<file path="config.mk">
export PLATFORM = sky130hd
export DESIGN_NAME = ax25_ui_frame_parser
export DESIGN_NICKNAME = d
export VERILOG_FILES = /design/src/rtl/core/axui_pkg.sv /design/src/rtl/core/axui_front.sv /design/src/rtl/core/axui_fifo.sv /design/src/rtl/core/axui_back.sv /design/src/rtl/core/ax25_ui_frame_parser.sv
export SDC_FILE = /design/constraint.sdc
export NUM_CORES = 1
export LEC_CHECK = 0
export BUFFER_PORTS_ARGS = -buffer_cell sky130_fd_sc_hd__buf_4
export CORE_MARGIN = 3
export CORE_UTILIZATION = 65
export DETAILED_ROUTE_END_ITERATION = 7
export PLACE_DENSITY = 0.94
export SETUP_SLACK_MARGIN = 0.4
export SLEW_MARGIN = 10
export SYNTH_ARGS = -nofsm -noshare
export SYNTH_HDL_FRONTEND = slang
export SYNTH_HIERARCHICAL = 1
export SYNTH_SLANG_ARGS = --single-unit
</file>
<file path="constraint.sdc">
create_clock -name clk -period 11.7 [get_ports clk]
set_input_delay 0.585 -clock clk [delete_from_list [all_inputs] [get_ports clk]]
set_output_delay 0.585 -clock clk [all_outputs]
set_load 0.05 [all_outputs]
</file>
<file path="src/rtl/core/axui_pkg.sv">
package axui_pkg;

    typedef enum logic [1:0] {
        PH_ADDR,
        PH_CTRL,
        PH_PID,
        PH_INFO
    } phase_t;

    localparam logic [2:0] KIND_NONE = 3'd0;
    localparam logic [2:0] KIND_CHAR = 3'd1;
    localparam logic [2:0] KIND_SSID = 3'd2;
    localparam logic [2:0] KIND_CTRL = 3'd3;
    localparam logic [2:0] KIND_INFO = 3'd4;

    localparam logic [2:0] ST_OK       = 3'd0;
    localparam logic [2:0] ST_SHORT    = 3'd1;
    localparam logic [2:0] ST_CALLSIGN = 3'd2;
    localparam logic [2:0] ST_PATH     = 3'd3;
    localparam logic [2:0] ST_NOT_UI   = 3'd4;
    localparam logic [2:0] ST_INFO     = 3'd5;

    localparam logic [6:0] CHAR_SPACE = 7'h20;
    localparam logic [6:0] CHAR_MIN   = 7'h20;
    localparam logic [6:0] CHAR_MAX   = 7'h7E;
    localparam logic [7:0] CTRL_UI    = 8'h03;
    localparam logic [7:0] PID_NONE   = 8'hF0;

    localparam logic [2:0] CALL_BYTES   = 3'd6;
    localparam logic [4:0] SHORT_LEN    = 5'd16;
    localparam logic [4:0] ADDR_CNT_MAX = 5'd31;
    localparam logic [2:0] CHAR_CNT_MAX = 3'd7;
    localparam logic [8:0] PATH_ENTRY   = 9'd12;
    localparam logic [7:0] PATH_LEN_MAX = 8'd255;
    localparam logic [3:0] SSID_TWO_DIG = 4'd10;

    localparam int QDEPTH  = 4;
    localparam int QPTR_W  = 2;
    localparam int QLVL_W  = 3;

    // classified frame byte, front to back
    typedef struct packed {
        logic [7:0] data;
        logic       last;
        logic       space;
        logic       bad_char;
        logic       ctrl_ok;
        logic       pid_ok;
    } item_t;

endpackage

</file>
<file path="src/rtl/core/axui_front.sv">
module axui_front (
    input  logic            s_axis_tvalid,
    output logic            s_axis_tready,
    input  logic [7:0]      s_axis_tdata,
    input  logic            s_axis_tlast,
    input  logic            q_full,
    output logic            q_push,
    output axui_pkg::item_t q_item
);

    logic [6:0] ch;

    assign ch            = s_axis_tdata[7:1];
    assign s_axis_tready = !q_full;
    assign q_push        = s_axis_tvalid && !q_full;

    always_comb
    begin
        q_item.data     = s_axis_tdata;
        q_item.last     = s_axis_tlast;
        q_item.space    = (ch == axui_pkg::CHAR_SPACE);
        q_item.bad_char = (ch < axui_pkg::CHAR_MIN) || (ch > axui_pkg::CHAR_MAX);
        q_item.ctrl_ok  = (s_axis_tdata == axui_pkg::CTRL_UI);
        q_item.pid_ok   = (s_axis_tdata == axui_pkg::PID_NONE);
    end

endmodule

</file>
<file path="src/rtl/core/axui_fifo.sv">
module axui_fifo (
    input  logic                        clk,
    input  logic                        rst_n,
    input  logic                        push,
    input  axui_pkg::item_t             push_item,
    input  logic                        pop,
    output axui_pkg::item_t             pop_item,
    output logic                        not_empty,
    output logic                        full,
    output logic [axui_pkg::QLVL_W-1:0] level
);

    axui_pkg::item_t                 entry_reg [axui_pkg::QDEPTH];
    logic [axui_pkg::QPTR_W-1:0]     wr_ptr_reg, wr_ptr_next;
    logic [axui_pkg::QPTR_W-1:0]     rd_ptr_reg, rd_ptr_next;
    logic [axui_pkg::QLVL_W-1:0]     level_reg, level_next;

    assign pop_item  = entry_reg[rd_ptr_reg];
    assign not_empty = (level_reg != '0);
    assign full      = (level_reg == axui_pkg::QLVL_W'(axui_pkg::QDEPTH));
    assign level     = level_reg;

    always_comb
    begin
        wr_ptr_next = push ? wr_ptr_reg + 1'b1 : wr_ptr_reg;
        rd_ptr_next = pop ? rd_ptr_reg + 1'b1 : rd_ptr_reg;
        level_next  = level_reg;
        if (push && !pop)
        begin
            level_next = level_reg + 1'b1;
        end
        else if (pop && !push)
        begin
            level_next = level_reg - 1'b1;
        end
    end

    always_ff @(posedge clk or negedge rst_n)
    begin
        if (!rst_n)
        begin
            wr_ptr_reg <= '0;
            rd_ptr_reg <= '0;
            level_reg  <= '0;
        end
        else
        begin
            wr_ptr_reg <= wr_ptr_next;
            rd_ptr_reg <= rd_ptr_next;
            level_reg  <= level_next;
        end
    end

    always_ff @(posedge clk)
    begin
        if (push)
        begin
            entry_reg[wr_ptr_reg] <= push_item;
        end
    end

endmodule

</file>
<file path="src/rtl/core/axui_back.sv">
module axui_back #(
    parameter int MAX_INFO      = 256,
    parameter int PATH_TEXT_CAP = 80
) (
    input  logic            clk,
    input  logic            rst_n,
    input  logic            q_valid,
    input  axui_pkg::item_t q_item,
    output logic            q_pop,
    output logic            m_axis_tvalid,
    input  logic            m_axis_tready,
    output logic [31:0]     m_axis_tdata,
    output logic [2:0]      m_axis_tuser,
    output logic            m_axis_tlast
);

    localparam int INFO_W = $clog2(MAX_INFO + 2);
    localparam logic [INFO_W-1:0] INFO_SAT = INFO_W'(MAX_INFO + 1);
    localparam logic [INFO_W-1:0] INFO_LIM = INFO_W'(MAX_INFO);
    localparam logic [8:0]        CAP9     = 9'(PATH_TEXT_CAP);

    axui_pkg::phase_t  phase_reg, phase_next;
    logic [4:0]        byte_cnt_reg, byte_cnt_next;
    logic [2:0]        addr_idx_reg, addr_idx_next;
    logic [4:0]        addr_cnt_reg, addr_cnt_next;
    logic [2:0]        char_cnt_reg, char_cnt_next;
    logic              pend_err_reg, pend_err_next;
    logic [2:0]        first_err_reg, first_err_next;
    logic [7:0]        path_len_reg, path_len_next;
    logic [INFO_W-1:0] info_cnt_reg, info_cnt_next;

    logic              out_valid_reg;
    logic [2:0]        kind_reg, kind_next;
    logic [4:0]        slot_reg, slot_next;
    logic [7:0]        value_reg, value_next;
    logic              alast_reg, alast_next;
    logic              done_reg;
    logic [2:0]        status_reg, status_next;
    logic [8:0]        info_len_reg, info_len_next;

    logic              take;
    logic [3:0]        ssid;
    logic              ext;
    logic              path_ovf;
    logic [3:0]        path_add;
    logic [8:0]        path_sum;
    logic [2:0]        addr_err;
    logic [4:0]        byte_cnt_inc;
    logic [INFO_W+8:0] info_wide;

    assign take  = q_valid && (!out_valid_reg || m_axis_tready);
    assign q_pop = take;
    assign ssid  = q_item.data[4:1];
    assign ext   = q_item.data[0];

    // path text: "CALL[-n][*]" joined by commas
    always_comb
    begin
        path_ovf = ({1'b0, path_len_reg} + axui_pkg::PATH_ENTRY) > CAP9;
        path_add = {1'b0, char_cnt_reg};
        if (path_len_reg != '0)
        begin
            path_add = path_add + 4'd1;
        end
        if (ssid != '0)
        begin
            path_add = path_add + ((ssid >= axui_pkg::SSID_TWO_DIG) ? 4'd3 : 4'd2);
        end
        if (ext)
        begin
            path_add = path_add + 4'd1;
        end
        path_sum = {1'b0, path_len_reg} + {5'd0, path_add};

        if ((addr_cnt_reg >= 5'd2) && path_ovf)
        begin
            addr_err = axui_pkg::ST_PATH;
        end
        else if (pend_err_reg || (char_cnt_reg == '0))
        begin
            addr_err = axui_pkg::ST_CALLSIGN;
        end
        else if ((addr_cnt_reg == '0) && ext)
        begin
            addr_err = axui_pkg::ST_SHORT;
        end
        else
        begin
            addr_err = axui_pkg::ST_OK;
        end
    end

    // next state
    always_comb
    begin
        phase_next     = phase_reg;
        addr_idx_next  = addr_idx_reg;
        addr_cnt_next  = addr_cnt_reg;
        char_cnt_next  = char_cnt_reg;
        pend_err_next  = pend_err_reg;
        first_err_next = first_err_reg;
        path_len_next  = path_len_reg;
        info_cnt_next  = info_cnt_reg;
        byte_cnt_inc   = (byte_cnt_reg == axui_pkg::SHORT_LEN) ? byte_cnt_reg
                                                               : byte_cnt_reg + 5'd1;

        unique case (phase_reg)
            axui_pkg::PH_ADDR:
            begin
                if (addr_idx_reg < axui_pkg::CALL_BYTES)
                begin
                    if (!q_item.space)
                    begin
                        if (q_item.bad_char)
                        begin
                            pend_err_next = 1'b1;
                        end
                        if (char_cnt_reg < axui_pkg::CHAR_CNT_MAX)
                        begin
                            char_cnt_next = char_cnt_reg + 3'd1;
                        end
                    end
                    addr_idx_next = addr_idx_reg + 3'd1;
                end
                else
                begin
                    if ((addr_cnt_reg >= 5'd2) && !path_ovf)
                    begin
                        path_len_next = path_sum[8] ? axui_pkg::PATH_LEN_MAX : path_sum[7:0];
                    end
                    if (first_err_reg == axui_pkg::ST_OK)
                    begin
                        first_err_next = addr_err;
                    end
                    if (ext && (addr_cnt_reg != '0))
                    begin
                        phase_next = axui_pkg::PH_CTRL;
                    end
                    if (addr_cnt_reg < axui_pkg::ADDR_CNT_MAX)
                    begin
                        addr_cnt_next = addr_cnt_reg + 5'd1;
                    end
                    addr_idx_next = '0;
                    char_cnt_next = '0;
                    pend_err_next = 1'b0;
                end
            end
            axui_pkg::PH_CTRL:
            begin
                pend_err_next = !q_item.ctrl_ok;
                phase_next    = axui_pkg::PH_PID;
            end
            axui_pkg::PH_PID:
            begin
                if ((pend_err_reg || !q_item.pid_ok) && (first_err_reg == axui_pkg::ST_OK))
                begin
                    first_err_next = axui_pkg::ST_NOT_UI;
                end
                pend_err_next = 1'b0;
                phase_next    = axui_pkg::PH_INFO;
            end
            axui_pkg::PH_INFO:
            begin
                if (info_cnt_reg < INFO_SAT)
                begin
                    info_cnt_next = info_cnt_reg + 1'b1;
                end
            end
            default:
            begin
                phase_next = axui_pkg::PH_ADDR;
            end
        endcase
        byte_cnt_next = byte_cnt_inc;
    end

    // result fields
    always_comb
    begin
        kind_next  = axui_pkg::KIND_NONE;
        slot_next  = '0;
        value_next = '0;
        alast_next = 1'b0;
        unique case (phase_reg)
            axui_pkg::PH_ADDR:
            begin
                slot_next = addr_cnt_reg;
                if (addr_idx_reg < axui_pkg::CALL_BYTES)
                begin
                    if (!q_item.space)
                    begin
                        kind_next  = axui_pkg::KIND_CHAR;
                        value_next = {1'b0, q_item.data[7:1]};
                    end
                end
                else
                begin
                    kind_next  = axui_pkg::KIND_SSID;
                    value_next = {4'd0, ssid};
                    alast_next = ext;
                end
            end
            axui_pkg::PH_CTRL, axui_pkg::PH_PID:
            begin
                kind_next  = axui_pkg::KIND_CTRL;
                value_next = q_item.data;
            end
            axui_pkg::PH_INFO:
            begin
                kind_next  = axui_pkg::KIND_INFO;
                value_next = q_item.data;
            end
            default:
            begin
                kind_next = axui_pkg::KIND_NONE;
            end
        endcase

        info_wide     = {9'd0, info_cnt_next};
        info_len_next = info_wide[8:0];

        if (!q_item.last)
        begin
            status_next = axui_pkg::ST_OK;
        end
        else if (byte_cnt_next < axui_pkg::SHORT_LEN)
        begin
            status_next = axui_pkg::ST_SHORT;
        end
        else if (first_err_next != axui_pkg::ST_OK)
        begin
            status_next = first_err_next;
        end
        else if (phase_next != axui_pkg::PH_INFO)
        begin
            status_next = axui_pkg::ST_SHORT;
        end
        else if (info_cnt_next > INFO_LIM)
        begin
            status_next = axui_pkg::ST_INFO;
        end
        else
        begin
            status_next = axui_pkg::ST_OK;
        end
    end

    always_ff @(posedge clk or negedge rst_n)
    begin
        if (!rst_n)
        begin
            phase_reg     <= axui_pkg::PH_ADDR;
            byte_cnt_reg  <= '0;
            addr_idx_reg  <= '0;
            addr_cnt_reg  <= '0;
            char_cnt_reg  <= '0;
            pend_err_reg  <= 1'b0;
            first_err_reg <= axui_pkg::ST_OK;
            path_len_reg  <= '0;
            info_cnt_reg  <= '0;
            out_valid_reg <= 1'b0;
        end
        else
        begin
            if (take)
            begin
                if (q_item.last)
                begin
                    phase_reg     <= axui_pkg::PH_ADDR;
                    byte_cnt_reg  <= '0;
                    addr_idx_reg  <= '0;
                    addr_cnt_reg  <= '0;
                    char_cnt_reg  <= '0;
                    pend_err_reg  <= 1'b0;
                    first_err_reg <= axui_pkg::ST_OK;
                    path_len_reg  <= '0;
                    info_cnt_reg  <= '0;
                end
                else
                begin
                    phase_reg     <= phase_next;
                    byte_cnt_reg  <= byte_cnt_next;
                    addr_idx_reg  <= addr_idx_next;
                    addr_cnt_reg  <= addr_cnt_next;
                    char_cnt_reg  <= char_cnt_next;
                    pend_err_reg  <= pend_err_next;
                    first_err_reg <= first_err_next;
                    path_len_reg  <= path_len_next;
                    info_cnt_reg  <= info_cnt_next;
                end
                out_valid_reg <= 1'b1;
            end
            else if (m_axis_tready)
            begin
                out_valid_reg <= 1'b0;
            end
        end
    end

    always_ff @(posedge clk)
    begin
        if (take)
        begin
            kind_reg     <= kind_next;
            slot_reg     <= slot_next;
            value_reg    <= value_next;
            alast_reg    <= alast_next;
            done_reg     <= q_item.last;
            status_reg   <= status_next;
            info_len_reg <= info_len_next;
        end
    end

    assign m_axis_tvalid = out_valid_reg;
    assign m_axis_tuser  = kind_reg;
    assign m_axis_tlast  = done_reg;
    assign m_axis_tdata  = {6'd0, info_len_reg, status_reg, alast_reg, value_reg, slot_reg};

endmodule

</file>
<file path="src/rtl/core/ax25_ui_frame_parser.sv">
// AX.25 UI frame parser. Takes one frame byte per transfer and returns one result
// transfer per byte, in order: callsign characters, SSIDs with the extension bit,
// control/PID bytes and info bytes, with the frame status on the transfer that
// carries tlast. Throughput is one byte per clock while the output is not stalled;
// the limit is the decode state update in the back end, which retires one queued
// byte each cycle. An accepted byte is held in a four-entry queue between the input
// classifier and the decoder, and its result in the result register, which lets
// input keep flowing while a finished result waits on m_axis_tready.
module ax25_ui_frame_parser #(
    parameter int MAX_INFO      = 256,
    parameter int PATH_TEXT_CAP = 80
) (
    input  logic        clk,
    input  logic        rst_n,
    input  logic        s_axis_tvalid,
    output logic        s_axis_tready,
    input  logic [7:0]  s_axis_tdata,   // [7:0] data_byte
    input  logic        s_axis_tlast,   // end_of_frame
    output logic        m_axis_tvalid,
    input  logic        m_axis_tready,
    // [4:0] address_slot, [12:5] value, [13] address_last, [16:14] status,
    // [25:17] info_length, [31:26] zero
    output logic [31:0] m_axis_tdata,
    output logic [2:0]  m_axis_tuser,   // [2:0] field_kind
    output logic        m_axis_tlast    // frame_done
);

    axui_pkg::item_t                 push_item;
    axui_pkg::item_t                 pop_item;
    logic                            push;
    logic                            pop;
    logic                            q_not_empty;
    logic                            q_full;
    logic [axui_pkg::QLVL_W-1:0]     q_level;

    axui_front u_front (
        .s_axis_tvalid (s_axis_tvalid),
        .s_axis_tready (s_axis_tready),
        .s_axis_tdata  (s_axis_tdata),
        .s_axis_tlast  (s_axis_tlast),
        .q_full        (q_full),
        .q_push        (push),
        .q_item        (push_item)
    );

    axui_fifo u_fifo (
        .clk       (clk),
        .rst_n     (rst_n),
        .push      (push),
        .push_item (push_item),
        .pop       (pop),
        .pop_item  (pop_item),
        .not_empty (q_not_empty),
        .full      (q_full),
        .level     (q_level)
    );

    axui_back #(
        .MAX_INFO      (MAX_INFO),
        .PATH_TEXT_CAP (PATH_TEXT_CAP)
    ) u_back (
        .clk           (clk),
        .rst_n         (rst_n),
        .q_valid       (q_not_empty),
        .q_item        (pop_item),
        .q_pop         (pop),
        .m_axis_tvalid (m_axis_tvalid),
        .m_axis_tready (m_axis_tready),
        .m_axis_tdata  (m_axis_tdata),
        .m_axis_tuser  (m_axis_tuser),
        .m_axis_tlast  (m_axis_tlast)
    );

    a_level_bound: assert property (@(posedge clk) disable iff (!rst_n)
        q_level <= axui_pkg::QLVL_W'(axui_pkg::QDEPTH))
        else $error("queue level above depth");

    a_ready_full: assert property (@(posedge clk) disable iff (!rst_n)
        !s_axis_tready |-> (q_level == axui_pkg::QLVL_W'(axui_pkg::QDEPTH)))
        else $error("input stalled with queue space left");

    a_status_only_done: assert property (@(posedge clk) disable iff (!rst_n)
        (m_axis_tvalid && !m_axis_tlast) |-> (m_axis_tdata[16:14] == axui_pkg::ST_OK))
        else $error("status on a non-final result");

    a_kind_range: assert property (@(posedge clk) disable iff (!rst_n)
        m_axis_tvalid |-> (m_axis_tuser <= axui_pkg::KIND_INFO))
        else $error("field kind out of range");

    a_pop_nonempty: assert property (@(posedge clk) disable iff (!rst_n)
        (q_level == '0) |=> ($past(push) || (q_level == '0)))
        else $error("queue level rose without a push");

endmodule
</file>
# Yosys cells after proc, flatten, opt, wreduce, memory -nomap -nowiden
# Memories as Yosys holds them, arrays and structs flattened.
# Cells that the tools add are included.
# op_classes
mux	59
n_bitwise	2
order_cmp	11
eq_ne	14
addsub	14
reduce_logical	44
# ops
cell	count
two-way mux 3 bit	19
two-way mux 8 bit	5
two-way mux 5 bit	6
two-way mux 9 bit	3
case mux 8 bit (2 select lines)	1
AND reduction 4 bit	4
two-way mux 7 bit	2
two-way mux 1 bit	12
two-way mux 4 bit	3
adder 5 x 1 -> 5 bit, second input constant	2
less-than comparator 5 bit, second input constant	2
nonzero test 2 bit	5
adder 3 x 1 -> 3 bit, second input constant	3
adder 8 x 4 -> 9 bit	1
adder 8 x 4 -> 9 bit, second input constant	1
adder 9 x 1 -> 9 bit, second input constant	1
greater-than comparator 9 x 7 -> 1 bit, second input constant	1
greater-than comparator 9 bit, second input constant	1
logical AND 1 bit	9
less-than comparator 9 bit, second input constant	1
case mux 3 bit (3 select lines)	1
== test 8 x 2 -> 1 bit, second input constant	1
== test 8 bit, second input constant	1
two-way mux 2 bit	4
other kinds (35)	55
# word_totals
reg_bits	77
memories	1
ramBits	52
output_inout_bits	38
elab_cells	166
# memory_table
memory	depth	word_bits	read_ports	rd_clocked_by_memory_dff	write_ports	line	text
u_fifo.entry_reg	4	13	1	0	1	axui_fifo.sv:13	axui_pkg::item_t entry_reg [axui_pkg::QDEPTH];

# Longest topological paths before layout
# An unclocked memory read counts as a cell.
# logic_depth
word_depth	13
mapped_depth	22
mapped_depth_nobuf	20

# Modules after synthesis
# The synthesis kept the hierarchy.
# modules_own_cells
module	instances	cells_per_inst	area_per_inst_um2
axui_back	1	418	4050.1
axui_fifo	1	102	2301.0
axui_front	1	20	148.9

# Worst setup path before layout
# OpenSTA, ideal clock, no wires.
# synth_timing
path_type	register to register
start	register u_fifo/rd_ptr_reg[0] (netlist name)
end	register u_back.path_len_reg[0]
period_less_slack_ns	3.827
arrival_ns	3.703
slack_ns	7.873
path_buffers	2
stages_incl_launch_ff	22
path_cell_list	dfrtp_1 > buf_6 > buf_12 > mux4_2 > inv_1 > a21oi_1 > ha_1 > inv_1 > ha_1 > and2_0 > a31oi_1 > ha_1 > nand2_1 > xor2_1 > xor2_1 > ha_1 > nor2b_1 > o21ai_0 > nand2b_1 > nand2b_1 > a21oi_1 > mux2_2
# synth_lines
item	line	text
from (decl)	axui_fifo.sv:15	logic [axui_pkg::QPTR_W-1:0] rd_ptr_reg, rd_ptr_next;
from (signal assigned)	axui_fifo.sv:49	rd_ptr_reg <= rd_ptr_next;
to (signal assigned)	axui_back.sv:288	path_len_reg <= path_len_next;
to (decl)	axui_back.sv:29	logic [7:0] path_len_reg, path_len_next;

==> metrics.md <==
| Metric | Value |
|---|---|
| Power per standard cell area | `306 nW/µm²` |
| Routability cong. | `between 0.8 and 0.9` |
| I/O Pins | `51` |
| Post-synthesis compound-gate area fraction | `0.108` |
| Total leakage power | `about 3 nW` |
| Yosys reg bits | `129` |
| Num rows | `35` |
| Largest family of logic cells by synthesized area | `simple AND/OR/NAND/NOR gates` |
| F_max | `208 MHz` |
| CP endpoint kind | `flip-flop` |
| Post-route antenna net violation count | `0` |
| Hpwl dp | `roughly 8.5 mm` |
| Ant diodes | `0` |
| Post-synthesis mux area share | `0.0672` |
| Register Area | `roughly 3600 µm²` |
| Synthesized area | `about 6500 µm²` |
| CP max FO | `15` |
| Reg clk slew, reported paths | `about 0.06 ns` |
| Setup ws final | `6.90 ns` |
| Reg2reg path depth | `19` |
| Die W | `around 110 µm` |
| Mapped Cells | `between 500 and 600` |
| Routed vias/inst | `about 6.3` |
| First-pass iteration count of the detailed router | `7` |
| Fin Setup TNS | `0 ns` |
| Post-synth top area share | `0.379` |
| Fraction of layout cells with a size suffix above 1 | `0.177` |
| Max cap viols | `0` |
| FF-to-FF setup slack | `6.90 ns` |
| Most frequent cell after synthesis | `edfxtp_1` |
| Clock skew | `0.0101 ns` |
| Post-CTS Setup Bufs | `0` |
| DP Worst Slack | `6.93 ns` |
| Clock latency on the worst-skew pair | `0.53 ns` |
| EDFF count, synth | `82` |
| Fin crit share | `0.411` |
| Tot Pwr | `roughly 2.2 mW` |
| RR Endpoint | `u_back/path_len_reg[0]$_DFFE_PN0P_` |
| Core region area | `around 9500 µm²` |
| Critical Path RT | `around 12 ns` |
| Fillers | `about 570` |
| Synth top area cells | `edfxtp_1, dfrtp_1, ha_1, o21ai_0, mux4_2` |
| Final #Nets | `around 600` |
| Hold Crit Class | `in2async` |
| Type of origin of the critical path | `flip-flop` |
| Starting Density | `0.687` |
| Sequential fraction of the synthesis area | `0.560` |
| Vias in the first global route | `4467` |
| Full die area | `11200 µm²` |
| Dominant cell type by area after synthesis | `edfxtp_1` |
| Slew Limit Fails | `0` |
| WL/cell | `18.4 µm` |
| TritonCTS clock tree | `done` |
| Largest net degree at the start of global routing | `48` |
| Crit path DAT | `roughly 5.2 ns` |
| Synth Area in Adders | `0.0581` |
| Critical path's slowest cell | `dfrtp_1` |
| Yosys warns | `6` |
| Status | `finished with violations` |
| Post-cts sizing count | `0` |
| Gr usage total | `0.250` |
| Sink Count | `~130` |
| Post-synth cell types | `between 60 and 70` |
| Peak supply drop | `195 µV` |
| H-tree depth | `4` |
| First-pass GRT wire length | `21.7 mm` |
| Failing checks | `design-rule violations` |
| Routed vias | `between 4000 and 5000` |
| Final Hold Violating Endpoints | `0` |
| CP Cell Sequence | `mux4_1 -> inv_1 -> a21oi_1 -> ha_1 -> inv_1 -> ha_1 -> and2_0 -> a31oi_1 -> ha_1 -> nand2_1 -> xor2_1 -> xor2_1 -> ha_1 -> nor2b_1 -> o21ai_0 -> nand2b_1 -> nand2b_1 -> a21oi_1 -> mux2_2` |
| Xor/xnor cell area share of the yosys netlist | `0.0283` |
| Initial antenna violation count | `0` |
| Minimum clock period | `4.80 ns` |
| Final setup viols | `0` |
| 1st-iter DRT viols | `408` |
| DRC violations left | `1` |
| Top cells by count, synth | `edfxtp_1, dfrtp_1, nand2_1` |
| Post-Route WL | `approximately 13 mm` |
| Grt ovf | `0` |
| Die H | `roughly 110 µm` |
| Slowest stage delay, CP | `a little under 0.9 ns` |
| Reg2reg start | `u_fifo/rd_ptr_reg[0]$_DFFE_PN0P_` |
| Kind of critical path | `reg2reg` |
| Area of the multi-input gates | `~2500 µm²` |
| Synthesized area per cell | `roughly 12 µm²` |
| Synth Area in Simple Gates | `0.123` |
| Cts bufs inserted | `17` |
| Predominant post-synthesis flop cell | `edfxtp_1` |
| Synth async-reset ratio | `0.364` |
| Area growth from synthesis to layout | `12.6%` |
| Most frequent CP cell | `ha_1` |
| RSZ-0062 raised after global routing | `no` |
| CTS Hold Buffers Added | `0` |
| Headroom to the max-slew limit | `0.276` |
| IO Port Bufs | `44` |
| CTS Buffer Depth | `2` |
| Max FFs per register | `52` |
| Root Driver | `clkbuf_8` |
| Worst Tran Pin Value | `between 1 and 1.5 ns` |
logic make-up (layout without fill, tap and decap cells):
family | after synthesis | count (layout)
multiplexers | 24 | 24
adder cells (fa/ha/maj) | 29 | 29
other | 1 | 6
AND/OR/NAND/NOR | 155 | 155
AO/OA/AOI/OAI | 111 | 111
buffers and inverters | 70 | 113
flip-flops | 129 | 129
XOR/XNOR | 21 | 21
worst max-delay path, delay by kind of cell, from the launching register on:
kind	cells	cell delay, ns
AND/OR/NAND/NOR	5	0.69
XOR/XNOR	2	0.31
adder cells (fa/ha/maj)	4	0.96
AO/OA/AOI/OAI	4	0.60
multiplexers	2	1.04
buffers and inverters	2	0.21
flip-flops	1	0.87
how the worst max path moves through the flow:
stage / end / slack (ns) / depth (start not counted) / start
final: u_back/path_len_reg[0]$_DFFE_PN0P_ / 6.90 / 19 / u_fifo/rd_ptr_reg[0]$_DFFE_PN0P_
after global routing: u_back/path_len_reg[0]$_DFFE_PN0P_ / 6.56 / 19 / u_fifo/rd_ptr_reg[0]$_DFFE_PN0P_
after CTS: u_back/path_len_reg[0]$_DFFE_PN0P_ / 6.90 / 19 / u_fifo/rd_ptr_reg[0]$_DFFE_PN0P_
after detailed placement: u_back/path_len_reg[0]$_DFFE_PN0P_ / 6.93 / 19 / u_fifo/rd_ptr_reg[0]$_DFFE_PN0P_
after global placement: u_back/path_len_reg[0]$_DFFE_PN0P_ / 7.24 / 15 / u_fifo/rd_ptr_reg[0]$_DFFE_PN0P_
after floorplan: u_back/path_len_reg[0]$_DFFE_PN0P_ / 7.87 / 21 / u_fifo/rd_ptr_reg[0]$_DFFE_PN0P_
power by group:
part | internal [mW] | switching [mW] | leakage, nW
registers | 0.636 | 0.105 | 1.41
clock network | 0.262 | 0.203 | 0.248
logic | 0.382 | 0.648 | 1.29
total | 1.28 | 0.956 | 2.95
through the flow:
step	util	cells	hold WS (ns)	cell area, µm²
CTS	0.773	717	0.0840	7320
floorplan	-	545	0.289	6520
global placement	0.718	685	0.466	6790
detailed placement	0.718	685	0.480	6790
global route	0.773	717	0.101	7320
finish	0.773	717	0.0761	7320
final cells by class:
| class | instances | area share |
|---|---|---|
| Clock inverter | 14 | 0.0144 |
| Tap cell | 129 | 0.0221 |
| Clock buffer | 18 | 0.0571 |
| Timing Repair Buffer | 45 | 0.0462 |
| Sequential cell | 129 | 0.497 |
| Inverter | 36 | 0.0185 |
| Multi-Input combinational cell | 346 | 0.344 |
cells in the final DEF, fill, tap and decap left out, types with 19 or more instances in the layout:
master	instances
dfrtp_1	47
ha_1	27
inv_1	36
edfxtp_1	82
nor2_1	23
buf_4	45
o21ai_0	36
a21oi_1	30
nand3_1	19
nand2_1	46
metal layers:
| layer | GRT usage | part of all wire | vias up |
|---|---|---|---|
| met5 | 0 | 0 | - |
| met4 | 0.0934 | 0.017 | 0 |
| met3 | 0.0650 | 0.068 | 26 |
| met2 | 0.428 | 0.52 | 239 |
| met1 | 0.308 | 0.40 | 2171 |
| li1 | - | - | 2048 |
No activity file was read; power rests on OpenSTA's default activity.
